--- config.mk ---
export PLATFORM = sky130hd
export DESIGN_NAME = keyfob_power_mode_sequencer_top_flat
export DESIGN_NICKNAME = d
export VERILOG_FILES = /design/src/sv/kfpms_pkg.sv /design/src/sv/kfpms_if.sv /design/src/sv/kfpms_step.sv /design/src/sv/keyfob_power_mode_sequencer_top.sv /design/src/flat_wrapper.sv
export SDC_FILE = /design/constraint.sdc
export NUM_CORES = 1
export LEC_CHECK = 0
export BUFFER_PORTS_ARGS = -buffer_cell sky130_fd_sc_hd__buf_2
export CAP_MARGIN = 5
export CORE_ASPECT_RATIO = 1.1
export CORE_UTILIZATION = 50
export CTS_BUF_LIST = sky130_fd_sc_hd__clkbuf_16
export DETAILED_ROUTE_END_ITERATION = 6
export GPL_TIMING_DRIVEN = 0
export HOLD_SLACK_MARGIN = 0.15
export PLACE_DENSITY = 0.71
export SLEW_MARGIN = 25
export SYNTH_ARGS = -nofsm -noshare
export SYNTH_HDL_FRONTEND = slang
export SYNTH_SLANG_ARGS = --single-unit
--- constraint.sdc ---
create_clock -name clock -period 3.07 [get_ports clock]
set_input_delay 0.1535 -clock clock [delete_from_list [all_inputs] [get_ports clock]]
set_output_delay 0.1535 -clock clock [all_outputs]
set_load 0.02 [all_outputs]
--- src/sv/kfpms_pkg.sv ---
`timescale 1ns / 1ps
`default_nettype none
// ----------------------------------------------------------------------------
// kfpms_pkg
// Types, codes and reset values shared by the key fob power mode sequencer.
// ----------------------------------------------------------------------------
package kfpms_pkg;

   localparam int TIMER_WIDTH_DEF = 20;
   localparam int MS_WIDTH        = 20;
   localparam int BATT_WIDTH      = 7;
   localparam int FUNC_WIDTH      = 4;
   localparam int MODE_WIDTH      = 3;
   localparam int SCAN_WIDTH      = 2;
   localparam int CSR_IDX_WIDTH   = 3;

   // modes
   localparam logic [MODE_WIDTH-1:0] MODE_INIT    = 3'd0;
   localparam logic [MODE_WIDTH-1:0] MODE_SLEEP   = 3'd1;
   localparam logic [MODE_WIDTH-1:0] MODE_SLOW    = 3'd2;
   localparam logic [MODE_WIDTH-1:0] MODE_STANDBY = 3'd3;
   localparam logic [MODE_WIDTH-1:0] MODE_AUTH    = 3'd4;
   localparam logic [MODE_WIDTH-1:0] MODE_FAST    = 3'd5;
   localparam logic [MODE_WIDTH-1:0] MODE_CONN    = 3'd6;
   localparam logic [MODE_WIDTH-1:0] MODE_FREEZE  = 3'd7;

   // events
   localparam logic [FUNC_WIDTH-1:0] FUNC_INIT_DONE = 4'd0;
   localparam logic [FUNC_WIDTH-1:0] FUNC_WALK      = 4'd1;
   localparam logic [FUNC_WIDTH-1:0] FUNC_STILL     = 4'd2;
   localparam logic [FUNC_WIDTH-1:0] FUNC_BUTTON    = 4'd3;
   localparam logic [FUNC_WIDTH-1:0] FUNC_CONN_REQ  = 4'd4;
   localparam logic [FUNC_WIDTH-1:0] FUNC_CONN_OK   = 4'd5;
   localparam logic [FUNC_WIDTH-1:0] FUNC_CONN_FAIL = 4'd6;
   localparam logic [FUNC_WIDTH-1:0] FUNC_DISCONN   = 4'd7;
   localparam logic [FUNC_WIDTH-1:0] FUNC_NO_ACCEL  = 4'd8;
   localparam logic [FUNC_WIDTH-1:0] FUNC_FREEZE    = 4'd9;
   localparam logic [FUNC_WIDTH-1:0] FUNC_UNFREEZE  = 4'd10;
   localparam logic [FUNC_WIDTH-1:0] FUNC_TICK      = 4'd11;

   // scan commands
   localparam logic [SCAN_WIDTH-1:0] SCAN_NONE = 2'd0;
   localparam logic [SCAN_WIDTH-1:0] SCAN_SLOW = 2'd1;
   localparam logic [SCAN_WIDTH-1:0] SCAN_FAST = 2'd2;

   // register indexes
   localparam logic [CSR_IDX_WIDTH-1:0] CSR_BATT_THRESHOLD = 3'd0;
   localparam logic [CSR_IDX_WIDTH-1:0] CSR_VBAT_RECHECK   = 3'd1;
   localparam logic [CSR_IDX_WIDTH-1:0] CSR_SLOW_SCAN      = 3'd2;
   localparam logic [CSR_IDX_WIDTH-1:0] CSR_FAST_SCAN      = 3'd3;
   localparam logic [CSR_IDX_WIDTH-1:0] CSR_CONNECT        = 3'd4;

   // register reset values
   localparam logic [BATT_WIDTH-1:0] BATT_THRESHOLD_RST = 7'd60;
   localparam logic [MS_WIDTH-1:0]   VBAT_RECHECK_RST   = 20'd1000;
   localparam logic [MS_WIDTH-1:0]   SLOW_SCAN_RST      = MS_WIDTH'(5 * 60 * 1000);
   localparam logic [MS_WIDTH-1:0]   FAST_SCAN_RST      = 20'd180;
   localparam logic [MS_WIDTH-1:0]   CONNECT_RST        = 20'd5000;

   typedef struct packed {
      logic [FUNC_WIDTH-1:0] func;
      logic [BATT_WIDTH-1:0] battery_level;
      logic                  disconnect_during_still;
      logic                  vehicle_locked;
      logic                  uwb_ranging_active;
   } req_word_type;

   typedef struct packed {
      logic [MODE_WIDTH-1:0] mode;
      logic [SCAN_WIDTH-1:0] scan_request;
      logic                  connect_request;
      logic                  disconnect_request;
      logic                  low_power_setup;
      logic                  uwb_notify;
      logic                  acted;
   } rsp_word_type;

   typedef struct packed {
      logic [CSR_IDX_WIDTH-1:0] index;
      logic [MS_WIDTH-1:0]      data;
   } csr_word_type;

   typedef struct packed {
      logic [BATT_WIDTH-1:0] battery_threshold;
      logic [MS_WIDTH-1:0]   vbat_recheck_ms;
      logic [MS_WIDTH-1:0]   slow_scan_ms;
      logic [MS_WIDTH-1:0]   fast_scan_ms;
      logic [MS_WIDTH-1:0]   connect_ms;
   } cfg_type;

   typedef struct packed {
      logic [MODE_WIDTH-1:0] mode;
      logic                  running;
   } seq_state_type;

endpackage
`default_nettype wire

--- src/sv/kfpms_if.sv ---
`timescale 1ns / 1ps
`default_nettype none
// ----------------------------------------------------------------------------
// kfpms_if
// Valid/ready channels for event words, result words and register writes.
// ----------------------------------------------------------------------------
interface kfpms_req_if;
   import kfpms_pkg::*;
   logic         valid;
   logic         ready;
   req_word_type word;
   modport source (output valid, output word, input ready);
   modport sink   (input valid, input word, output ready);
endinterface

interface kfpms_rsp_if;
   import kfpms_pkg::*;
   logic         valid;
   logic         ready;
   rsp_word_type word;
   modport source (output valid, output word, input ready);
   modport sink   (input valid, input word, output ready);
endinterface

interface kfpms_csr_if;
   import kfpms_pkg::*;
   logic         valid;
   logic         ready;
   csr_word_type word;
   modport source (output valid, output word, input ready);
   modport sink   (input valid, input word, output ready);
endinterface
`default_nettype wire

--- src/sv/kfpms_step.sv ---
`timescale 1ns / 1ps
`default_nettype none
// ----------------------------------------------------------------------------
// kfpms_step
// Next mode, timeout counter update and command strobes for one event word.
// ----------------------------------------------------------------------------
module kfpms_step #(
   parameter int TIMER_WIDTH = kfpms_pkg::TIMER_WIDTH_DEF
) (
   input  kfpms_pkg::cfg_type       cfg,
   input  kfpms_pkg::seq_state_type cur_state,
   input  logic [TIMER_WIDTH-1:0]   cur_count,
   input  kfpms_pkg::req_word_type  req_word,
   output kfpms_pkg::seq_state_type nxt_state,
   output logic [TIMER_WIDTH-1:0]   nxt_count,
   output kfpms_pkg::rsp_word_type  rsp_word
);
   import kfpms_pkg::*;

   localparam int CMP_WIDTH = (TIMER_WIDTH > MS_WIDTH) ? TIMER_WIDTH : MS_WIDTH;
   localparam logic [CMP_WIDTH-1:0] CNT_MAX = CMP_WIDTH'({TIMER_WIDTH{1'b1}});

   logic                   start;
   logic [MS_WIDTH-1:0]    reload_ms;
   logic [CMP_WIDTH-1:0]   reload_ext;
   logic [TIMER_WIDTH-1:0] reload_cnt;
   logic [TIMER_WIDTH-1:0] count_dec;
   logic                   batt_ok;
   rsp_word_type           rsp;
   seq_state_type          st;
   logic [TIMER_WIDTH-1:0] cnt;

   assign count_dec  = cur_count - TIMER_WIDTH'(1);
   assign batt_ok    = req_word.battery_level >= cfg.battery_threshold;
   assign reload_ext = CMP_WIDTH'(reload_ms);

   // zero reload counts as one, oversized reload saturates
   always_comb begin
      if (reload_ms == '0) begin
         reload_cnt = TIMER_WIDTH'(1);
      end else if (reload_ext > CNT_MAX) begin
         reload_cnt = TIMER_WIDTH'(CNT_MAX);
      end else begin
         reload_cnt = TIMER_WIDTH'(reload_ext);
      end
   end

   always_comb begin
      st        = cur_state;
      cnt       = cur_count;
      start     = 1'b0;
      reload_ms = cfg.fast_scan_ms;
      rsp       = '0;
      case (req_word.func)
         FUNC_INIT_DONE: begin
            if (cur_state.mode == MODE_INIT) begin
               rsp.acted = 1'b1;
               if (batt_ok) begin
                  rsp.low_power_setup = 1'b1;
                  st.mode             = MODE_SLEEP;
               end else begin
                  start     = 1'b1;
                  reload_ms = cfg.vbat_recheck_ms;
               end
            end
         end
         FUNC_WALK: begin
            if (cur_state.mode == MODE_SLEEP) begin
               rsp.acted        = 1'b1;
               rsp.scan_request = SCAN_SLOW;
               start            = 1'b1;
               reload_ms        = cfg.slow_scan_ms;
               st.mode          = MODE_SLOW;
            end
         end
         FUNC_STILL: begin
            if (cur_state.mode == MODE_SLOW) begin
               rsp.acted           = 1'b1;
               st.running          = 1'b0;
               rsp.low_power_setup = 1'b1;
               st.mode             = MODE_SLEEP;
            end else if (cur_state.mode == MODE_STANDBY) begin
               rsp.acted        = 1'b1;
               rsp.scan_request = SCAN_SLOW;
               start            = 1'b1;
               st.mode          = MODE_FAST;
            end
         end
         FUNC_BUTTON: begin
            if (cur_state.mode inside {MODE_SLEEP, MODE_STANDBY}) begin
               rsp.acted        = 1'b1;
               rsp.scan_request = SCAN_FAST;
               start            = 1'b1;
               st.mode          = MODE_FAST;
            end
         end
         FUNC_CONN_REQ: begin
            if (cur_state.mode inside {MODE_SLOW, MODE_FAST}) begin
               rsp.acted           = 1'b1;
               rsp.connect_request = 1'b1;
               start               = 1'b1;
               reload_ms           = cfg.connect_ms;
               st.mode             = MODE_AUTH;
            end
         end
         FUNC_CONN_OK: begin
            if (cur_state.mode == MODE_AUTH) begin
               rsp.acted = 1'b1;
               st.mode   = MODE_CONN;
            end
         end
         FUNC_CONN_FAIL: begin
            if (cur_state.mode == MODE_AUTH) begin
               rsp.acted        = 1'b1;
               rsp.scan_request = SCAN_FAST;
               start            = 1'b1;
               st.mode          = MODE_FAST;
            end
         end
         FUNC_DISCONN: begin
            if (cur_state.mode == MODE_CONN) begin
               rsp.acted      = 1'b1;
               rsp.uwb_notify = 1'b1;
               if (req_word.disconnect_during_still) begin
                  rsp.low_power_setup = 1'b1;
                  st.mode             = MODE_SLEEP;
               end else begin
                  rsp.scan_request = SCAN_FAST;
                  start            = 1'b1;
                  st.mode          = MODE_FAST;
               end
            end
         end
         FUNC_NO_ACCEL: begin
            if (cur_state.mode == MODE_CONN) begin
               rsp.acted              = 1'b1;
               rsp.disconnect_request = req_word.vehicle_locked &
                                        ~req_word.uwb_ranging_active;
            end
         end
         FUNC_FREEZE: begin
            if (cur_state.mode inside {[MODE_SLEEP:MODE_CONN]}) begin
               rsp.acted  = 1'b1;
               st.running = 1'b0;
               st.mode    = MODE_FREEZE;
            end
         end
         FUNC_UNFREEZE: begin
            if (cur_state.mode == MODE_FREEZE) begin
               rsp.acted           = 1'b1;
               rsp.low_power_setup = 1'b1;
               st.mode             = MODE_SLEEP;
            end
         end
         FUNC_TICK: begin
            if (cur_state.running) begin
               cnt = count_dec;
               if (count_dec == '0) begin
                  // expiry acts as the mode's timeout event
                  st.running = 1'b0;
                  rsp.acted  = 1'b1;
                  case (cur_state.mode)
                     MODE_INIT: begin
                        if (batt_ok) begin
                           rsp.low_power_setup = 1'b1;
                           st.mode             = MODE_SLEEP;
                        end else begin
                           start     = 1'b1;
                           reload_ms = cfg.vbat_recheck_ms;
                        end
                     end
                     MODE_SLOW: begin
                        rsp.low_power_setup = 1'b1;
                        st.mode             = MODE_STANDBY;
                     end
                     MODE_FAST: begin
                        rsp.low_power_setup = 1'b1;
                        st.mode             = MODE_SLEEP;
                     end
                     MODE_AUTH: begin
                        rsp.scan_request = SCAN_FAST;
                        start            = 1'b1;
                        st.mode          = MODE_FAST;
                     end
                     default: begin
                     end
                  endcase
               end
            end
         end
         default: begin
         end
      endcase
      if (start) begin
         cnt        = reload_cnt;
         st.running = 1'b1;
      end
      rsp.mode = st.mode;
   end

   assign nxt_state = st;
   assign nxt_count = cnt;
   assign rsp_word  = rsp;

endmodule
`default_nettype wire

--- src/sv/keyfob_power_mode_sequencer_top.sv ---
`timescale 1ns / 1ps
`default_nettype none
// ----------------------------------------------------------------------------
// keyfob_power_mode_sequencer_top
// Eight-mode power and connection sequencer for a key fob.
//
// Channels: req_if takes one event word per handshake (millisecond ticks
// included), rsp_if returns exactly one result word per event, and csr_if
// writes the threshold and timeout registers; it is always ready. The user
// must see that it is written only while the block is idle, which the block
// itself does not enforce. Path: an accepted event passes the input register,
// then the result register, before its result shows on rsp_if.
// Throughput: one event per cycle while rsp_if.ready stays high, set by the
// combinational mode and timeout counter update between the two registers.
// Reset: mode goes to init, the timeout counter stops, the registers take
// their default values and both pipeline stages empty.
// Stall: while rsp_if.ready is low the result word holds, one more event
// waits in the input register, and req_if.ready then drops.
// ----------------------------------------------------------------------------
module keyfob_power_mode_sequencer_top #(
   parameter int TIMER_WIDTH = kfpms_pkg::TIMER_WIDTH_DEF
) (
   input  logic        clock,
   input  logic        reset,
   kfpms_req_if.sink   req_if,
   kfpms_rsp_if.source rsp_if,
   kfpms_csr_if.sink   csr_if
);
   import kfpms_pkg::*;

   cfg_type                cfg_ff;
   seq_state_type          state_ff;
   seq_state_type          state_in;
   logic [TIMER_WIDTH-1:0] count_ff;
   logic [TIMER_WIDTH-1:0] count_in;
   logic                   in_valid_ff;
   req_word_type           in_word_ff;
   logic                   rsp_valid_ff;
   rsp_word_type           rsp_word_ff;
   rsp_word_type           rsp_word_in;
   logic                   out_free;
   logic                   advance;
   logic                   req_fire;

   assign out_free = ~rsp_valid_ff | rsp_if.ready;
   assign advance  = in_valid_ff & out_free;
   assign req_if.ready = ~in_valid_ff | out_free;
   assign req_fire = req_if.valid & req_if.ready;
   assign csr_if.ready = 1'b1;

   assign rsp_if.valid = rsp_valid_ff;
   assign rsp_if.word  = rsp_word_ff;

   kfpms_step #(
      .TIMER_WIDTH (TIMER_WIDTH)
   ) u_step (
      .cfg       (cfg_ff),
      .cur_state (state_ff),
      .cur_count (count_ff),
      .req_word  (in_word_ff),
      .nxt_state (state_in),
      .nxt_count (count_in),
      .rsp_word  (rsp_word_in)
   );

   // configuration registers
   always_ff @(posedge clock) begin
      if (reset) begin
         cfg_ff.battery_threshold <= BATT_THRESHOLD_RST;
         cfg_ff.vbat_recheck_ms   <= VBAT_RECHECK_RST;
         cfg_ff.slow_scan_ms      <= SLOW_SCAN_RST;
         cfg_ff.fast_scan_ms      <= FAST_SCAN_RST;
         cfg_ff.connect_ms        <= CONNECT_RST;
      end else if (csr_if.valid && csr_if.ready) begin
         case (csr_if.word.index)
            CSR_BATT_THRESHOLD: cfg_ff.battery_threshold <= csr_if.word.data[BATT_WIDTH-1:0];
            CSR_VBAT_RECHECK:   cfg_ff.vbat_recheck_ms   <= csr_if.word.data;
            CSR_SLOW_SCAN:      cfg_ff.slow_scan_ms      <= csr_if.word.data;
            CSR_FAST_SCAN:      cfg_ff.fast_scan_ms      <= csr_if.word.data;
            CSR_CONNECT:        cfg_ff.connect_ms        <= csr_if.word.data;
            default: begin
            end
         endcase
      end
   end

   // control state
   always_ff @(posedge clock) begin
      if (reset) begin
         state_ff     <= '{mode: MODE_INIT, running: 1'b0};
         count_ff     <= '0;
         in_valid_ff  <= 1'b0;
         rsp_valid_ff <= 1'b0;
      end else begin
         if (advance) begin
            state_ff <= state_in;
            count_ff <= count_in;
         end
         if (req_fire) begin
            in_valid_ff <= 1'b1;
         end else if (advance) begin
            in_valid_ff <= 1'b0;
         end
         if (advance) begin
            rsp_valid_ff <= 1'b1;
         end else if (rsp_if.ready) begin
            rsp_valid_ff <= 1'b0;
         end
      end
   end

   // payload
   always_ff @(posedge clock) begin
      if (req_fire) begin
         in_word_ff <= req_if.word;
      end
      if (advance) begin
         rsp_word_ff <= rsp_word_in;
      end
   end

endmodule
`default_nettype wire

--- src/flat_wrapper.sv ---
// flat-port wrapper written by rule: the top's interface ports become plain ports
module keyfob_power_mode_sequencer_top_flat import kfpms_pkg::*;
#(
   parameter int TIMER_WIDTH = kfpms_pkg::TIMER_WIDTH_DEF
)
  (clock, reset, req_if_valid, req_if_word, req_if_ready, rsp_if_valid, rsp_if_word, rsp_if_ready, csr_if_valid, csr_if_word, csr_if_ready);
  kfpms_req_if req_if_i ();
  kfpms_rsp_if rsp_if_i ();
  kfpms_csr_if csr_if_i ();
  input  logic clock;
  input  logic reset;
  input wire logic [$bits(req_if_i.valid)-1:0] req_if_valid;
  input wire logic [$bits(req_if_i.word)-1:0] req_if_word;
  output wire logic [$bits(req_if_i.ready)-1:0] req_if_ready;
  output wire logic [$bits(rsp_if_i.valid)-1:0] rsp_if_valid;
  output wire logic [$bits(rsp_if_i.word)-1:0] rsp_if_word;
  input wire logic [$bits(rsp_if_i.ready)-1:0] rsp_if_ready;
  input wire logic [$bits(csr_if_i.valid)-1:0] csr_if_valid;
  input wire logic [$bits(csr_if_i.word)-1:0] csr_if_word;
  output wire logic [$bits(csr_if_i.ready)-1:0] csr_if_ready;
  assign req_if_i.valid = req_if_valid;
  assign req_if_i.word = req_if_word;
  assign req_if_ready = req_if_i.ready;
  assign rsp_if_valid = rsp_if_i.valid;
  assign rsp_if_word = rsp_if_i.word;
  assign rsp_if_i.ready = rsp_if_ready;
  assign csr_if_i.valid = csr_if_valid;
  assign csr_if_i.word = csr_if_word;
  assign csr_if_ready = csr_if_i.ready;
  keyfob_power_mode_sequencer_top #(.TIMER_WIDTH(TIMER_WIDTH)) u_core (.clock(clock), .reset(reset), .req_if(req_if_i), .rsp_if(rsp_if_i), .csr_if(csr_if_i));
endmodule
### Yosys cells after proc, flatten, opt, wreduce, memory -nomap -nowiden

Index checks and enable logic that the tools add are counted.

| storage, ports and cells | value |
|---|---|
| output and inout bits | 13 |
| flip-flop bits (word level) | 137 |
| logic and storage cells | 159 |

| cells by class | value |
|---|---|
| $add $sub $neg | 1 |
| eq/ne operators | 24 |
| muxes and demuxes | 77 |
| bitwise logic cells | 8 |
| reductions and logical operators | 23 |
| magnitude comparators | 4 |

Operators by type and width:

| cell | count |
|---|---|
| $mux 20 | 11 |
| $pmux 20 s4 | 1 |
| $logic_not 20->1 | 2 |
| $mux 3 | 13 |
| $mux 1 | 34 |
| $pmux 3 s11 | 1 |
| $gt 20x20->1 const B | 1 |
| $sub 20x1->20 const B | 1 |
| $eq 4x3->1 const B | 4 |
| $eq 4x4->1 const B | 4 |
| $eq 3x3->1 const B | 5 |
| $eq 3x2->1 const B | 4 |
| $mux 2 | 6 |
| $mux 4 | 3 |
| $pmux 2 s6 | 1 |
| $pmux 3 s4 | 1 |
| $reduce_and 2->1 | 6 |
| $reduce_bool 2->1 | 6 |
| $pmux 1 s11 | 1 |
| $eq 4x2->1 const B | 2 |
| $pmux 1 s8 | 1 |
| $ge 7x7->1 | 1 |
| $eq 3x1->1 const B | 2 |
| $logic_not 3->1 | 2 |
| other kinds (16) | 24 |

### Logic depth before layout (Yosys ltp)

Gate-level depths: netlist of the first run.

| logic depth | value |
|---|---|
| word-level depth | 10 |
| gate-level depth with buffers | 16 |
| gate-level depth less buffers | 12 |

### Cells and area by module

Synthesis of the first run repeated with hierarchy kept, for this count alone.

| unflattened totals | value |
|---|---|
| cells, all modules | 948 |
| area total of the unflattened synthesis | 7900.1 sq um |

Modules (own cells, without submodules):

| module | cells each | sequential area each (sq um) | area each (sq um) | times used |
|---|---|---|---|---|
| keyfob_power_mode_sequencer_top | 509 | 2982.9 | 4988.5 | 1 |
| kfpms_step | 439 | 0.0 | 2911.5 | 1 |

### Worst setup path before layout of the first run

No wires, ideal clock.

| timing | value |
|---|---|
| path type | reg2reg |
| from | register u_core.count_ff[0] |
| to | register u_core.count_ff[0] |
| data required time | 3011 ps |
| arrival | 3172 ps |
| buffers on the path | 2 |
| slack | -161 ps |
| stages on the path, launching flop included | 14 |
| period minus slack after synthesis | 3231 ps |
| cell sequence | dfxtp_1 -> buf_2 -> inv_1 -> ha_1 -> or4b_2 -> nor4_2 -> xnor2_1 -> nand4_1 -> nor4_1 -> a31oi_1 -> buf_2 -> a221o_1 -> a2111oi_2 -> a31o_1 |

| on the way | value |
|---|---|
| cells in the longest elaborated chain, start to end | 9 |

RTL lines:

| item | RTL line | text |
|---|---|---|
| start: declaration | keyfob_power_mode_sequencer_top.sv:34 | `logic [TIMER_WIDTH-1:0] count_ff;` |
| start signal: assignment | keyfob_power_mode_sequencer_top.sv:97 | `count_ff <= count_in;` |
| $sub 20x1->20 (*) | kfpms_step.sv:33 | `assign count_dec = cur_count - TIMER_WIDTH'(1);` |
| $logic_not 20->1 | kfpms_step.sv:158 | `if (count_dec == '0) begin` |
| $mux 20 | kfpms_step.sv:158 |  |
| $mux 20 | kfpms_step.sv:156 | `if (cur_state.running) begin` |
| $pmux 20 s4 | kfpms_step.sv:54 | `case (req_word.func)` |
| $gt 20x20->1 | kfpms_step.sv:41 | `end else if (reload_ext > CNT_MAX) begin` |
| $mux 20 | kfpms_step.sv:41 |  |
| $mux 20 | kfpms_step.sv:39 | `if (reload_ms == '0) begin` |
| $mux 20 | kfpms_step.sv:194 | `if (start) begin` |

Mark *: on every way between the ends. The rest lies on a longest branch, timed or not. The select of a mux whose other input is x is not followed.
A chain may end at the register's enable or synchronous reset.

### Worst setup path in the final report of the first run

| timing | value |
|---|---|
| from | register u_core.count_ff[9] |
| to | register u_core.count_ff[5] |

| on the way | value |
|---|---|
| cells in the longest elaborated chain, start to end | 9 |

RTL lines:

| item | RTL line |
|---|---|
| $sub 20x1->20 (*) | kfpms_step.sv:33 |
| $logic_not 20->1 (*) | kfpms_step.sv:158 |
| $mux 20 | kfpms_step.sv:158 |
| $mux 20 | kfpms_step.sv:156 |
| $pmux 20 s4 | kfpms_step.sv:54 |
| $gt 20x20->1 | kfpms_step.sv:41 |
| $mux 20 | kfpms_step.sv:41 |
| $mux 20 | kfpms_step.sv:39 |
| $mux 20 | kfpms_step.sv:194 |

Mark *: on every way between the ends. The rest lies on a longest branch, timed or not.

==> metrics.cfg, run 1 <==
[floorplanning]
rows=45
start_util=0.515
floorplan.die.width_um=116
core-area_um2=13900
dieHeight_um=128
ios=55
die_area_um2=14800

[logic_synthesis]
syn_area_per_cell_um2=7.96
synthesis.nets=951
ys.flop_type=dfxtp_1
ys_warn_count=0
synthCells=900
syn-cell-area_um2=7160
async_flop_share=0
synth_cell_types=77
ys_seq_area_frac=0.417
synth_edf_count=24
ys_ff_latch=137

[outcome]
violations=DRC, setup timing
status=finished with violations

[critical_path]
path_class=register to register
regToRegStartpoint=u_core.count_ff[9]
required_ps=3410
crit_fanout=10
cp-startpoint=u_core.count_ff[9]
r2r_slack_ps=-500
cp-start-kind=register
critPathCaptureType=register
crit_arrival_ps=3910

[clocking]
clk_latency_ps=430
clk_pin_slew_ps=60
clockBufferDepth=2
cts-htree-levels=4
cts_root_buffer=clkbuf_16
cts_sinks=137
cts_tree=done
cts_buffers=17

[timing]
slew_headroom=0.444
slew_violations=0
finalHoldViolations=0
grt_setup_unrepaired=yes
fmaxAchievable_mhz=280
period_minus_slack_ps=3570
skew_ps=5.76
setup_violations=26
worst_slack_ps=-497
finalCritPeriodShare=1.16
worst_pin_slew_ps=834

[power_and_ir_drop]
p_int_w=0.00349
pwr-share-clk=0.446
power_density_nw_per_um2=491
comb_power_share=0.147
p_leak_nw=3.74
power.switching_w=0.00124
power_frac_seq=0.407
p_total_w=0.00473
swShare=0.263
max-vdd-ir-drop_mv=0.430

[routing]
drt_iter0_drc=881
wl_per_cell_um=20.2
ant_nets=0
vias=7693
dr.pass1.iters=7
drc=2
wl_um=25200
avgViaCountPerCell=6.17

[global_routing]
grt_pass1_wl_um=37700
antenna_found_initial=0
grt_pass1_vias=7099
globalRouteOverflowTotal=0
grt_max_degree=18
grt.total_usage=0.336

[cells_and_area]
fin_area_um2=9620
drive_above_1_share=0.223
multi_input_comb_area_um2=4310
final_nets=1098
area_growth_pct=34.4
n_fill_cell=1095
diodes=0
ff_latch_area_um2=3000
stdcell_count=1247

[placement]
port_buffers=53
dp_hpwl_um=15600
finalWeightedCongestion=0.942
post_dp_cell_area_um2=7680
placed_cells=1141

[min_path]
min_from=csr_if_word[22]
hold_path_class=input pin to register

[job]
max_cap_violations=0

per-layer routing:
layer	track usage	wire (um)	up-vias
met3	0.0721	2250	123
met5	0	0	-
met2	0.542	11700	476
li1	-	-	3518
met1	0.427	9900	3576
met4	0.156	1390	0
path summary, 6_finish.rpt:
| kind | endpoint | cells after the start |
|---|---|---|
| setup / recovery | u_core.count_ff[5] | 14 |
| hold / removal | u_core.cfg_ff[80] | 5 |
| setup reg to reg | u_core.count_ff[5] | 14 |
| hold reg to reg | u_core.cfg_ff[20] | 2 |
power groups by stage:
stage / clock, W / combinational, W / sequential (W)
3_3_place_gp: 0 / 0.000496 / 0.00195
3_5_place_dp: 0 / 0.000499 / 0.00195
2_1_floorplan: 0 / 0.000329 / 0.00196
5_1_grt: 0.00219 / 0.000741 / 0.00193
4_1_cts: 0.00210 / 0.000610 / 0.00192
6_report: 0.00211 / 0.000697 / 0.00192
cell families after synthesis:
logic type	share of synthesized area
compound gates	0.213
xor+xnor	0.00367
fa+ha+maj	0.0157
buf+inv	0.0519
flops	0.417
mux	0.00559
other cells	0.000524
simple gates	0.293
area by class of cell:
type | instances | area share
Clock buffer | 18 | 0.0468
Tap cell | 188 | 0.0244
Inverter | 17 | 0.00741
Timing Repair Buffer | 134 | 0.108
Buffer | 65 | 0.0390
Multi-Input combinational cell | 675 | 0.447
Clock inverter | 13 | 0.0156
Sequential cell | 137 | 0.311
critical path, stage by stage (launching register included):
cell      delay (ps)
dfxtp_1          300
buf_6            130
nor4_1           610
a41oi_1          260
a311oi_2         380
nand4_4          200
buf_6            170
nor4b_4          270
a31o_1           200
buf_4            170
buf_6            180
a21oi_1           70
a31oi_1          220
a22oi_1          130
nor2_1           190
stage by stage:
step / setup WS, ps / util / setup TNS [ps] / hold slack, ps
5_1_grt: -535 / 0.692 / -11190 / 323
2_1_floorplan: 72.9 / - / 0 / 252
3_5_place_dp: -938 / 0.552 / -13410 / 332
6_report: -497 / 0.692 / -8580 / 247
4_1_cts: -388 / 0.665 / -4190 / 246
3_3_place_gp: -907 / 0.552 / -13550 / 330
layout by cell type (no fill, tap or decap), types with 20 or more instances in the layout:
| cell type | count |
|---|---|
| edfxtp_1 | 24 |
| dfxtp_1 | 108 |
| nor2_1 | 46 |
| clkbuf_1 | 41 |
| a21oi_1 | 96 |
| buf_2 | 54 |
| nand3_1 | 20 |
| dlygate4sd3_1 | 38 |
| nand3b_1 | 29 |
| nand2_1 | 207 |
| buf_4 | 39 |
synthesized netlist by cell type, drive strengths merged (4+ instances only):
cell type    n  area, um^2
nand2      210         788
dfxtp      113        2260
a21oi      108         541
clkbuf      55         206
nor2        51         199
o21ai       38         190
nand3b      29         218
nand3       26         130
edfxtp      24         721
nor4        18         134
buf         16         101
inv         16        60.1
a22o        15         131
nor3        15        80.1
nand4       12        81.3
nor2b       12        75.1
a22oi       10        75.1
a221o        9        90.1
a221oi       9        78.8
ha           9         113
a31oi        7        43.8
nor4b        7        76.3
or3          6        37.5
nand2b       5        38.8
or4          5        37.5
or4b         5        50.1
a211o        4        35.0
and3         4        25.0
mux2i        4        40.0
nor3b        4        30.0
o21a         4        30.0
or2          4        25.0
timing repair:
item	4_1_cts	5_1_grt
gates resized for setup	85	69
endpoints found under the setup margin	29	28
gates cloned	3	0
hold endpoints to repair	104	0
hold buffers	38	0
setup buffers	26	16
pin swaps	35	34
sequential cells by signal, indices dropped and copies added (netlist names):
signal / flops
u_core.cfg_ff: 87
u_core.in_valid_ff: 1
u_core.rsp_if.word: 10
u_core.count_ff: 20
u_core.in_word_ff: 14
u_core.state_ff: 4
u_core.rsp_if.valid: 1
Note: power is estimated with default switching activity, not from simulation.
==> inputs of run 2 (changes only) <==
--- a/config.mk
+++ b/config.mk
@@ -13,6 +13,7 @@
 export DETAILED_ROUTE_END_ITERATION = 6
 export GPL_TIMING_DRIVEN = 0
 export HOLD_SLACK_MARGIN = 0.15
+export MAX_ROUTING_LAYER = met4
 export PLACE_DENSITY = 0.71
 export SLEW_MARGIN = 25
 export SYNTH_ARGS = -nofsm -noshare
==> metrics.cfg, run 2 (synthesis results as in run 1) <==
[outcome]
status=finished with violations
violations=DRC, setup timing

[timing]
period_minus_slack_ps=3510
setup_violations=26
slew_headroom=0.434
worst_pin_slew_ps=850
worst_slack_ps=-437
finalHoldViolations=0
fmaxAchievable_mhz=285
finalCritPeriodShare=1.14
setup-tns-final_ps=-6630
skew_ps=12.4
grt_setup_unrepaired=yes
slew_violations=0

[placement]
placed_cells=1141
finalWeightedCongestion=0.950
dp_hpwl_um=15500
post_dp_cell_area_um2=7680
port_buffers=53

[global_routing]
grt_pass1_vias=7140
globalRouteOverflowTotal=0
grt_max_degree=18
antenna_found_initial=0
grt.total_usage=0.346
grt_pass1_wl_um=37500

[clocking]
cts-htree-levels=4
cts_buffers=17
clk_latency_ps=430
cts_sinks=137
cts_root_buffer=clkbuf_16
cts_tree=done
clk_pin_slew_ps=60
clockBufferDepth=2

[critical_path]
cp_slowest_stage_delay_ps=450
crit_fanout=10
cp_common_cell=buf_6
crit_arrival_ps=3800
path_cells=nor3_2 -> clkbuf_4 -> nand4_1 -> xor2_2 -> nand4b_4 -> nor4_4 -> a31oi_2 -> buf_6 -> buf_6 -> a221o_1 -> a21oi_2 -> a2bb2oi_2 -> nor2_1
cp-start-kind=register
worstRegToRegCells=13
critPathCaptureType=register
timing.rr.end=u_core.count_ff[11]
critPathSlowestCell=a221o_1
regToRegStartpoint=u_core.count_ff[4]
required_ps=3360
r2r_slack_ps=-440
path_class=register to register

[cells_and_area]
stdcell_count=1261
largest_reg_flops=87
fin_area_um2=9610
final_nets=1111
diodes=0
top_regs=u_core.cfg_ff x87, u_core.count_ff x20, u_core.in_word_ff x14
final_cell_mix=206 x nand2_1, 108 x dfxtp_1, 98 x a21oi_1
regMostFlops=u_core.cfg_ff
drive_above_1_share=0.224
area_growth_pct=34.2
n_fill_cell=1070
layout_commonest_cell=nand2_1

[floorplanning]
rows=45
core-area_um2=13900
start_util=0.515
floorplan.die.width_um=116
ios=55
die_area_um2=14800
dieHeight_um=128

[routing]
drc=1
ant_nets=0
vias=7726
wl_per_cell_um=19.9
met1_length_um=9860
wl_um=25000
highest-signal-layer=met4
wl_met2_um=11700
dr.pass1.iters=7
avgViaCountPerCell=6.13
wl_met3_um=2160
drt_iter0_drc=784

[power_and_ir_drop]
p_leak_nw=3.75
max-vdd-ir-drop_mv=0.358
power_density_nw_per_um2=471

[job]
max_cap_violations=0

[min_path]
hold_path_class=input pin to register
min_path_cells=5
whs_endpoint=u_core.cfg_ff[80]
min_from=csr_if_word[22]

==> run 2: cell type report <==
class | instances | area, um^2 | share of cell area
Clock inverter | 13 | 75.1 | 0.00781
Buffer | 65 | 372 | 0.0387
Tap cell | 188 | 235 | 0.0245
Timing Repair Buffer | 147 | 1130 | 0.118
Sequential cell | 137 | 2990 | 0.311
Clock buffer | 19 | 475 | 0.0495
Inverter | 17 | 71.3 | 0.00742
Multi-Input combinational cell | 675 | 4260 | 0.443
==> run 2: repair_timing <==
item,in CTS,in global routing
hold endpoints to repair,104,0
cloned,0,1
hold buffers,38,0
endpoints found under the setup margin,29,27
pin swaps,52,31
buffers inserted,34,21
gates resized for setup,79,61
==> run 2: metal layers <==
layer / track usage / vias to the layer above
li1: - / 3563
met1: 0.427 / 3597
met2: 0.526 / 451
met3: 0.0726 / 115
met4: 0.189 / 0
met5: - / -
==> run 2: power breakdown <==
group / total [W] / internal (W) / leakage, nW / switching (W)
clock: 0.00192 / 0.00111 / 0.272 / 0.000809
sequential: 0.00192 / 0.00189 / 1.15 / 0.0000365
combinational: 0.000685 / 0.000284 / 2.33 / 0.000401
==> run 2: worst max-delay path: cells and delay by family, from the launching register on <==
family | cells | cell delay, ps
and+or+nand+nor | 5 | 1160
AOI/OAI and AO/OA | 4 | 890
buffers and inverters | 3 | 600
DFF | 1 | 380
xor gates and xnor gates | 1 | 320
==> run 2: worst max-delay path by stage <==
stage                             startpoint                   to  slack (ps)  cells after the start
after floorplan           u_core.count_ff[0]   u_core.count_ff[0]          70                     13
after global placement    u_core.count_ff[0]   u_core.count_ff[0]        -900                     14
after detailed placement  u_core.count_ff[0]   u_core.count_ff[0]        -880                     14
after CTS                 u_core.count_ff[0]   u_core.count_ff[0]        -430                     14
after global routing      u_core.count_ff[4]  u_core.count_ff[11]        -590                     13
final                     u_core.count_ff[4]  u_core.count_ff[11]        -440                     13
==> run 2: through the flow <==
step	hold slack (ps)	setup slack, ps	utilization	power, W
final	284	-437	0.691	0.00453
after global placement	329	-897	0.552	0.00245
after detailed placement	332	-877	0.552	0.00245
after global routing	362	-593	0.691	0.00466
after floorplan	252	72.9	-	0.00229
after CTS	282	-430	0.663	0.00443
==> inputs of run 3 (changes only) <==
--- a/config.mk
+++ b/config.mk
@@ -7,14 +7,16 @@
 export LEC_CHECK = 0
 export BUFFER_PORTS_ARGS = -buffer_cell sky130_fd_sc_hd__buf_2
 export CAP_MARGIN = 5
+export CELL_PAD_IN_SITES_DETAIL_PLACEMENT = 1
+export CELL_PAD_IN_SITES_GLOBAL_PLACEMENT = 1
 export CORE_ASPECT_RATIO = 1.1
-export CORE_UTILIZATION = 50
-export CTS_BUF_LIST = sky130_fd_sc_hd__clkbuf_16
+export CORE_UTILIZATION = 42
+export CTS_BUF_LIST = sky130_fd_sc_hd__clkbuf_4 sky130_fd_sc_hd__clkbuf_8
 export DETAILED_ROUTE_END_ITERATION = 6
 export GPL_TIMING_DRIVEN = 0
 export HOLD_SLACK_MARGIN = 0.15
 export MAX_ROUTING_LAYER = met4
-export PLACE_DENSITY = 0.71
+export PLACE_DENSITY = 0.78
 export SLEW_MARGIN = 25
 export SYNTH_ARGS = -nofsm -noshare
 export SYNTH_HDL_FRONTEND = slang
==> metrics.cfg, run 3 (synthesis results as in run 1) <==
[outcome]
status=finished with violations
violations=setup timing

[clocking]
clk_pin_slew_ps=80
cts_sinks=137
clockBufferDepth=2
clk_latency_ps=470
cts_tree=done
cts_root_buffer=clkbuf_8
cts_buffers=17
cts-htree-levels=4

[floorplanning]
floorplan.die.width_um=126
rows=49
ios=55
core-area_um2=16500
die_area_um2=17600
start_util=0.434
dieHeight_um=139

[timing]
hold_slack_ps=251
worst_slack_ps=-485
finalHoldViolations=0
slew_headroom=0.456
fmaxAchievable_mhz=281
finalCritPeriodShare=1.16
worst_pin_slew_ps=816
grt_setup_unrepaired=yes
slew_violations=0
period_minus_slack_ps=3560
skew_ps=11.6
setup-tns-final_ps=-7970
setup_violations=26

[cells_and_area]
regMostFlops=u_core.cfg_ff
final_nets=1091
finish.utilization=0.567
ff_latch_area_um2=2990
diodes=0
top_regs=u_core.cfg_ff x87, u_core.count_ff x20, u_core.in_word_ff x14
n_fill_cell=1982
drive_above_1_share=0.218
layout_commonest_cell=nand2_1
multi_input_comb_area_um2=4300
area_growth_pct=30.6
largest_reg_flops=87
stdcell_count=1256
final_cell_mix=205 x nand2_1, 110 x dfxtp_1, 99 x a21oi_1

[routing]
drc=0
vias=7740
drt_iter0_drc=681
ant_nets=0
wl_per_cell_um=23.0
avgViaCountPerCell=6.16
wl_um=28900
dr.pass1.iters=5

[global_routing]
grt_pass1_wl_um=43400
grt_max_degree=18
grt_pass1_vias=7850
grt.total_usage=0.334
antenna_found_initial=0
globalRouteOverflowTotal=0

[critical_path]
critPathSlowestCell=or4b_4
path_cells=buf_6 -> clkinv_4 -> ha_4 -> or4b_4 -> nor4_4 -> xnor2_2 -> nand4_1 -> nor4_4 -> a31oi_2 -> buf_6 -> buf_6 -> a221oi_4 -> nand2_2 -> nor4_4 -> a31o_1
timing.critical_path.buf_inv=4
path_delay_family=simple AND/OR/NAND/NOR gates
path_class=register to register
crit_fanout=6
timing.rr.end=u_core.count_ff[0]
worstRegToRegCells=15
required_ps=3480
crit_arrival_ps=3960
r2r_slack_ps=-490
critPathCaptureType=register
regToRegStartpoint=u_core.count_ff[0]
cp-start-kind=register
cp_slowest_stage_delay_ps=480

[placement]
port_buffers=53
placed_cells=1157
dp_hpwl_um=18000
finalWeightedCongestion=0.958

[min_path]
whs_endpoint=u_core.cfg_ff[81]
min_from=csr_if_word[22]
hold_path_class=input pin to register
min_path_cells=5

[power_and_ir_drop]
p_leak_nw=3.61
max-vdd-ir-drop_mv=0.250
power_density_nw_per_um2=437
p_total_w=0.00408

[job]
max_cap_violations=0

## run 3: changes by cell type in the layout (fill, tap and decap cells not counted), sizes merged
cell,change
clkinv,-2
buf,-16
bufinv,+1
clkinvlp,+1
inv,-5
## run 3: area by class of cell
type / instances / share of cell area
multi-input combinational: 675 / 0.460
sequential: 137 / 0.320
timing repair buffer: 126 / 0.104
buffer: 66 / 0.0419
clock buffer: 23 / 0.0318
tap: 204 / 0.0273
clock inverter: 8 / 0.00776
inverter: 17 / 0.00762
## run 3: through the flow
step / setup slack [ps] / cell area, um^2
6_report: -485 / 9350
3_5_place_dp: -1120 / 7700
3_3_place_gp: -1110 / 7700
4_1_cts: -407 / 8980
5_1_grt: -577 / 9350
2_1_floorplan: 72.9 / 7180
## run 3: metal layers
layer	vias to the layer above	GRT usage	routed length (um)
met1	3829	0.398	12100
met5	-	-	0
met2	304	0.551	14300
met3	95	0.0540	1430
met4	0	0.157	1140
li1	3512	-	-
## run 3: worst max-delay path by stage
| stage | from | endpoint | slack (ps) | cells after the start |
|---|---|---|---|---|
| global route | u_core.in_word_ff[13] | u_core.count_ff[0] | -580 | 13 |
| finish | u_core.count_ff[0] | u_core.count_ff[0] | -490 | 15 |
| global placement | u_core.count_ff[0] | u_core.count_ff[0] | -1110 | 14 |
| detailed placement | u_core.count_ff[0] | u_core.count_ff[0] | -1120 | 14 |
| floorplan | u_core.count_ff[0] | u_core.count_ff[0] | 70 | 13 |
| CTS | u_core.count_ff[0] | u_core.count_ff[0] | -410 | 14 |
## run 3: timing repair
item,4_1_cts,5_1_grt
hold endpoints to repair,104,0
setup buffers,21,12
hold buffers,38,0
setup endpoints to repair,29,29
gates cloned,2,0
resized for setup,81,76
pin swaps,37,37
## run 3: report_power, final
group | internal [W] | total [W] | switching [W]
sequential | 0.00188 | 0.00192 | 0.0000414
clock | 0.000720 | 0.00146 | 0.000738
combinational | 0.000277 | 0.000701 | 0.000424
total | 0.00288 | 0.00408 | 0.00120
## run 3: worst reg2reg max path, cell delays in order (launching register included)
cell and delay, ps:
dfxtp_2 340, buf_6 140, clkinv_4 60, ha_4 140
or4b_4 480, nor4_4 220, xnor2_2 190, nand4_1 250
nor4_4 290, a31oi_2 90, buf_6 190, buf_6 130
a221oi_4 360, nand2_2 120, nor4_4 320, a31o_1 180
